<file path="src/rtl/lmpc_pkg.sv">
package lmpc_pkg;

  localparam int unsigned CFG_INDEX_W = 8;
  localparam int unsigned CFG_DATA_W  = 16;

  // Register indexes on the configuration port.
  localparam logic [CFG_INDEX_W-1:0] REG_LOCKOUT_MS = 8'd0;
  localparam logic [CFG_INDEX_W-1:0] REG_BLINK_MS   = 8'd1;
  localparam logic [CFG_INDEX_W-1:0] REG_FADE_MS    = 8'd2;
  localparam logic [CFG_INDEX_W-1:0] REG_FADE_STEP  = 8'd3;

  localparam logic [15:0] LOCKOUT_MS_RST = 16'd300;
  localparam logic [15:0] BLINK_MS_RST   = 16'd150;
  localparam logic [15:0] FADE_MS_RST    = 16'd10;
  localparam logic [7:0]  FADE_STEP_RST  = 8'd5;

  localparam logic [2:0] MODE_OFF   = 3'd1;
  localparam logic [2:0] MODE_BLINK = 3'd2;
  localparam logic [2:0] MODE_ON    = 3'd3;
  localparam logic [2:0] MODE_FADE  = 3'd4;

  localparam logic [15:0] COUNT_MAX  = 16'hFFFF;
  localparam logic [7:0]  DUTY_FULL  = 8'd255;
  localparam logic [7:0]  DUTY_OFF   = 8'd0;
  localparam logic [7:0]  FADE_BIAS  = 8'd50;
  localparam logic [1:0]  LIT_LAST   = 2'd2;

  typedef struct packed {
    logic mode_button;
    logic reset_button;
  } lmpc_in_t;

  typedef struct packed {
    logic [7:0] duty_one;
    logic [7:0] duty_two;
    logic [7:0] duty_three;
    logic [2:0] mode_now;
  } lmpc_out_t;

endpackage

</file>
<file path="src/rtl/led_mode_pattern_controller.sv">
// LED mode pattern controller.
// Each beat on the input channel is one millisecond tick carrying the levels
// of the active-low mode and reset buttons. Each accepted tick yields exactly
// one beat on the output channel: three LED PWM duties and the current mode.
// The configuration channel writes lockout_ms, blink_ms, fade_ms and
// fade_step by index; writes to other indexes are dropped. It is always ready
// and should only be used while no tick is in flight.
// The tick updates all state at the accepting edge and its result is visible on
// the output register in the next cycle.
// Throughput is one tick per cycle. The only limit is the single output
// register: a tick is accepted when that register is empty or is being
// drained in the same cycle.
// When the receiver stalls, the result is held in the output register and
// the input ready drops until it is taken.
// Synchronous reset restores the register defaults, mode 1 (all off), both
// buttons released, zero counters and duties, a rising fade direction, and
// empties the output register.
module led_mode_pattern_controller (
  input  logic                                 clk,
  input  logic                                 rst,
  input  logic                                 in_valid,
  output logic                                 in_ready,
  input  lmpc_pkg::lmpc_in_t                   in_data,
  output logic                                 out_valid,
  input  logic                                 out_ready,
  output lmpc_pkg::lmpc_out_t                  out_data,
  input  logic                                 cfg_valid,
  output logic                                 cfg_ready,
  input  logic [lmpc_pkg::CFG_INDEX_W-1:0]     cfg_index,
  input  logic [lmpc_pkg::CFG_DATA_W-1:0]      cfg_data
);
  import lmpc_pkg::*;

  logic [15:0] lockout_ms;
  logic [15:0] blink_ms;
  logic [15:0] fade_ms;
  logic [7:0]  fade_step;

  logic [2:0]  mode_reg;
  logic        prev_mode_level;
  logic        prev_reset_level;
  logic [15:0] since_press;
  logic [15:0] since_pattern_step;
  logic [7:0]  fade_level;
  logic        fade_rising;
  logic [1:0]  lit_index;
  logic [7:0]  held_duty [3];

  logic [2:0]  mode_reg_next;
  logic [15:0] since_press_next;
  logic [15:0] since_pattern_step_next;
  logic [7:0]  fade_level_next;
  logic        fade_rising_next;
  logic [1:0]  lit_index_next;
  logic [7:0]  held_duty_next [3];

  logic        accept;
  logic [15:0] press_count;
  logic [15:0] step_count;
  logic        mode_hit;
  logic        reset_hit;
  logic [8:0]  level_up;
  logic [7:0]  level_moved;

  assign cfg_ready = 1'b1;
  assign in_ready  = !out_valid || out_ready;
  assign accept    = in_valid && in_ready;

  always_ff @(posedge clk) begin
    if (rst) begin
      lockout_ms <= LOCKOUT_MS_RST;
      blink_ms   <= BLINK_MS_RST;
      fade_ms    <= FADE_MS_RST;
      fade_step  <= FADE_STEP_RST;
    end else if (cfg_valid && cfg_ready) begin
      case (cfg_index)
        REG_LOCKOUT_MS: lockout_ms <= cfg_data;
        REG_BLINK_MS:   blink_ms   <= cfg_data;
        REG_FADE_MS:    fade_ms    <= cfg_data;
        REG_FADE_STEP:  fade_step  <= cfg_data[7:0];
        default: ;
      endcase
    end
  end

  always_comb begin
    press_count = (since_press == COUNT_MAX) ? since_press : since_press + 16'd1;
    step_count  = (since_pattern_step == COUNT_MAX) ? since_pattern_step
                                                    : since_pattern_step + 16'd1;

    // A mode press clears the elapsed count and locks out a reset press
    // falling in the same tick.
    mode_hit  = !in_data.mode_button && prev_mode_level && (press_count > lockout_ms);
    reset_hit = !in_data.reset_button && prev_reset_level && (press_count > lockout_ms)
                && !mode_hit;

    mode_reg_next = mode_reg;
    if (mode_hit) begin
      mode_reg_next = (mode_reg >= MODE_FADE) ? MODE_OFF : mode_reg + 3'd1;
    end else if (reset_hit) begin
      mode_reg_next = MODE_OFF;
    end
    since_press_next = (mode_hit || reset_hit) ? 16'd0 : press_count;

    // Fade level moves by the step and clamps to the 8-bit range.
    level_up = {1'b0, fade_level} + {1'b0, fade_step};
    if (fade_rising) begin
      level_moved = level_up[8] ? DUTY_FULL : level_up[7:0];
    end else begin
      level_moved = (fade_step > fade_level) ? DUTY_OFF : fade_level - fade_step;
    end

    since_pattern_step_next = step_count;
    fade_level_next         = fade_level;
    fade_rising_next        = fade_rising;
    lit_index_next          = lit_index;
    for (int i = 0; i < 3; i++) begin
      held_duty_next[i] = held_duty[i];
    end

    case (mode_reg_next)
      MODE_BLINK: begin
        if (step_count >= blink_ms) begin
          lit_index_next = (lit_index == LIT_LAST) ? 2'd0 : lit_index + 2'd1;
          for (int i = 0; i < 3; i++) begin
            held_duty_next[i] = (lit_index_next == 2'(i)) ? DUTY_FULL : DUTY_OFF;
          end
          since_pattern_step_next = 16'd0;
        end
      end
      MODE_ON: begin
        for (int i = 0; i < 3; i++) begin
          held_duty_next[i] = DUTY_FULL;
        end
      end
      MODE_FADE: begin
        if (step_count >= fade_ms) begin
          fade_level_next = level_moved;
          if (level_moved == DUTY_FULL || level_moved == DUTY_OFF) begin
            fade_rising_next = !fade_rising;
          end
          held_duty_next[0] = level_moved;
          held_duty_next[1] = DUTY_FULL - level_moved;
          held_duty_next[2] = {1'b0, level_moved[7:1]} + FADE_BIAS;
          since_pattern_step_next = 16'd0;
        end
      end
      default: begin
        for (int i = 0; i < 3; i++) begin
          held_duty_next[i] = DUTY_OFF;
        end
      end
    endcase
  end

  always_ff @(posedge clk) begin
    if (rst) begin
      mode_reg           <= MODE_OFF;
      prev_mode_level    <= 1'b1;
      prev_reset_level   <= 1'b1;
      since_press        <= 16'd0;
      since_pattern_step <= 16'd0;
      fade_level         <= 8'd0;
      fade_rising        <= 1'b1;
      lit_index          <= 2'd0;
      for (int i = 0; i < 3; i++) begin
        held_duty[i] <= DUTY_OFF;
      end
    end else if (accept) begin
      mode_reg           <= mode_reg_next;
      prev_mode_level    <= in_data.mode_button;
      prev_reset_level   <= in_data.reset_button;
      since_press        <= since_press_next;
      since_pattern_step <= since_pattern_step_next;
      fade_level         <= fade_level_next;
      fade_rising        <= fade_rising_next;
      lit_index          <= lit_index_next;
      for (int i = 0; i < 3; i++) begin
        held_duty[i] <= held_duty_next[i];
      end
    end
  end

  always_ff @(posedge clk) begin
    if (rst) begin
      out_valid <= 1'b0;
    end else if (accept) begin
      out_valid <= 1'b1;
    end else if (out_ready) begin
      out_valid <= 1'b0;
    end
  end

  always_ff @(posedge clk) begin
    if (accept) begin
      out_data.duty_one   <= held_duty_next[0];
      out_data.duty_two   <= held_duty_next[1];
      out_data.duty_three <= held_duty_next[2];
      out_data.mode_now   <= mode_reg_next;
    end
  end

`ifndef ASSERT_OFF
  a_mode_range: assert property (@(posedge clk) disable iff (rst)
    mode_reg >= MODE_OFF && mode_reg <= MODE_FADE)
    else $error("mode register left the range 1 to 4");

  a_mode_only_on_tick: assert property (@(posedge clk) disable iff (rst)
    !accept |=> $stable(mode_reg))
    else $error("mode changed without an accepted tick");

  a_result_follows_tick: assert property (@(posedge clk) disable iff (rst)
    accept |=> out_valid && out_data.mode_now == mode_reg)
    else $error("accepted tick did not produce a matching result beat");

  a_on_mode_full: assert property (@(posedge clk) disable iff (rst)
    out_valid && out_data.mode_now == MODE_ON |->
      out_data.duty_one == DUTY_FULL && out_data.duty_two == DUTY_FULL &&
      out_data.duty_three == DUTY_FULL)
    else $error("all-on mode result without full duties");
`endif

endmodule

</file>
<file path="config.mk">
export PLATFORM = sky130hd
export DESIGN_NAME = led_mode_pattern_controller
export DESIGN_NICKNAME = d
export VERILOG_FILES = /design/src/rtl/lmpc_pkg.sv /design/src/rtl/led_mode_pattern_controller.sv
export SDC_FILE = /design/constraint.sdc
export NUM_CORES = 1
export LEC_CHECK = 0
export BUFFER_PORTS_ARGS = -buffer_cell sky130_fd_sc_hd__buf_2
export CAP_MARGIN = 5
export CORE_MARGIN = 5
export CORE_UTILIZATION = 51
export CTS_CLUSTER_DIAMETER = 50
export DETAILED_ROUTE_END_ITERATION = 16
export PLACE_DENSITY_LB_ADDON = 0.08
export RECOVER_POWER = 50
export SETUP_SLACK_MARGIN = 0.4
export SLEW_MARGIN = 20
export SYNTH_ARGS = -nofsm -noshare
export SYNTH_HDL_FRONTEND = slang
export SYNTH_SLANG_ARGS = --single-unit
</file>
<file path="constraint.sdc">
create_clock -name clk -period 10.45 [get_ports clk]
set_clock_uncertainty 0.15 [all_clocks]
set_input_delay 2.09 -clock clk [delete_from_list [all_inputs] [get_ports clk]]
set_output_delay 2.09 -clock clk [all_outputs]
set_load 0.05 [all_outputs]
</file>
==> metrics <==
worst path arrival time=around 6.9 ns; flop2flop setup slack=around 4.5 ns; CP Max Fanout=60; CTS H-Tree Depth=4; PwrDens=approximately 140 mW/mm^2; worst hold-check path type=reg -> reg; detailed-route via count=7,351; largest net degree at the start of global routing=61; EDFF count, synth=between 50 and 60; synth unique cells=78; synthesis-to-finish area growth=12.3%; Peak supply drop=between 0.1 and 0.15 mV; Die Span X=between 100 and 150 um; outcome=complete, but fails checks; DR WL/cell=17.6 um; Die Ht=between 100 and 150 um; WP buf/inv=5; antenna violations before repair=0; Non-Filler Instances=roughly 1.3k; Top FF cell, synth=dfxtp_1; area of the multi-input gates=a little over 0.005 mm^2; CP Cell Sequence=buf_2 > clkbuf_1 > nor2_2 > clkbuf_1 > inv_1 > clkbuf_1 > o21ai_0 > nand2_1 > o21ai_0; total negative slack=0 ns; Die ar.=0.0207 mm^2; ANT cells=0; site row count=a little under 50; failing checks=capacitance limit, slew limit; fin crit share=0.641; CP most frequent cell=clkbuf_1; wirelength, routed=around 23 mm; max cap viols=4; Min Clock Period, post-route=approximately 6.7 ns; Fillers=about 1.6k; All-Layer GR Usage=0.228; final hold vios=0; share of layout cells above drive strength 1=0.0984; max incr delay on CP=~2 ns; LEAKAGE=between 4 and 5 nW; CP Launch Type=input port; fin nets=around 1.2k; endpoint type of the worst setup path=flip-flop; hold_buf cts=0; hold slack final=0.305 ns; CP delay by family, top=buffers and inverters; share of the synthesized area in the top cell type=0.229; I/O pins=slightly above 60; drt first pass iters=5; Clock Tree Root=clkbuf_16; sequential area share after synthesis=0.397; Worst-path clk slew=0.06 ns; Post-Synthesis Cells=between 900 and 1k; Slowest-stage cell, CP=clkbuf_1; overflow left after global routing=0; Rel. slew slack=-0.901; Crit Path Class=in -> reg; Max Root-Sink Buffers=2; syn_area_per_cell=9.17 um^2; most common cell after layout, fill and taps aside=nand2_1; Initial Util=0.514; synthesized net count=around 1.1k; worst-margin pin slew=2.85 ns; GPL Wtd Cong=0.882; required time of the critical path=between 10 and 15 ns; Largest register FFs=27; clock tree sinks=approximately 160; #FFs+latches synth=156; vias in the first global route=roughly 6.8k; CTS tree=built; drt initial violations=about 360; fmax=~150 MHz; final core occ=0.577; biggest regs=out_data (27), held_duty (24); Final Power=around 1.4 mW; Port Buffer Count=59; max-slew violations=around 150; Synth area leader=dfxtp_1; dpl hpwl=16.6 mm; core footprint=roughly 0.018 mm^2; most frequent cells in the layout=128 x nand2_1, 105 x dfxtp_1, 80 x inv_1; PostCTS Resize Cnt=0; Via density=between 5 and 6; clk_lat worst skew=roughly 0.42 ns; Syn. warnings=0; drt drc=0; # Post-CTS Setup Buffers=0; placed insts=~1.3k; DRT antenna net count=0; Storage cell area=0.00363 mm^2; mapped cell area=around 0.0092 mm^2; Num CTS Buffers=17; top cells by area, synth=dfxtp_1 23%, edfxtp_1 17%, ha_1 9.6%, mux2i_1 6.2%, nand2_1 5.2%; first-pass GRT wire length=about 37 mm; endpoints failing setup=0; RSZ-0062 raised after global routing=no; Reg with most FFs=out_data; Async SR Flop Fraction=0
cell type report:
type | instances | share of cell area
inverter | 80 | 0.0292
sequential | 156 | 0.353
tap | 229 | 0.0278
clock buffer | 19 | 0.0441
multi-input combinational | 729 | 0.496
timing repair buffer | 70 | 0.0322
clock inverter | 13 | 0.0180
tightest hold or removal path: cells and delay by family (launching register included):
| family | cells | cell delay, ns |
|---|---|---|
| AOI/OAI and AO/OA | 1 | 0.05 |
| DFF | 1 | 0.31 |
| and+or+nand+nor | 1 | 0.05 |
final timing paths:
path / startpoint / cells after the start / end
worst min-delay path: fade_ms[9]$_SDFFE_PP0P_ / 2 / fade_ms[9]$_SDFFE_PP0P_
worst max-delay path: rst / 9 / since_press[9]$_SDFFE_PP0P_
worst max register to register: since_press[0]$_SDFFE_PP0P_ / 18 / held_duty[0][20]$_SDFFCE_PN0P_
worst min register to register: fade_ms[9]$_SDFFE_PP0P_ / 2 / fade_ms[9]$_SDFFE_PP0P_
routing by layer:
| metal | track usage | wire length (um) | part of all wire |
|---|---|---|---|
| met4 | 0.0411 | 172 | 0.0076 |
| met5 | 0 | 0 | 0 |
| met3 | 0.0546 | 1270 | 0.056 |
| met2 | 0.353 | 10300 | 0.45 |
| met1 | 0.330 | 11100 | 0.49 |
stage by stage:
| step | setup WS [ns] | area, um^2 |
|---|---|---|
| global route | 3.25 | 10300 |
| CTS | 4.37 | 10300 |
| floorplan | 5.51 | 9160 |
| finish | 3.75 | 10300 |
| detailed placement | 4.39 | 9680 |
| global placement | 4.63 | 9680 |
cell usage after synthesis, drive strengths merged, types with 11 or more instances:
library cell  number
inv               80
a21oi             60
edfxtp            51
xnor2             18
nor2              79
dfxtp            105
clkbuf            24
o21ai             37
o211ai            14
xor2              11
and2              22
a22o              19
mux2i             57
nor3              20
ha                70
nand2            129
nand4             14
a211oi            12
nand3             21
a21o              19
logic make-up after synthesis:
family                   synth area share
adder cells (fa/ha/maj)            0.0999
buffers and inverters              0.0492
AO/OA/AOI/OAI                       0.182
AND/OR/NAND/NOR                     0.178
XOR/XNOR                           0.0277
multiplexers                       0.0659
flip-flops                          0.397
other                            0.000409
where the power goes:
group	switching [mW]	internal, mW	leakage (nW)
Sequential	0.00791	0.646	1.38
Combinational	0.0841	0.0287	2.73
Clock	0.259	0.417	0.316
Power figures use the tool's default switching activity.
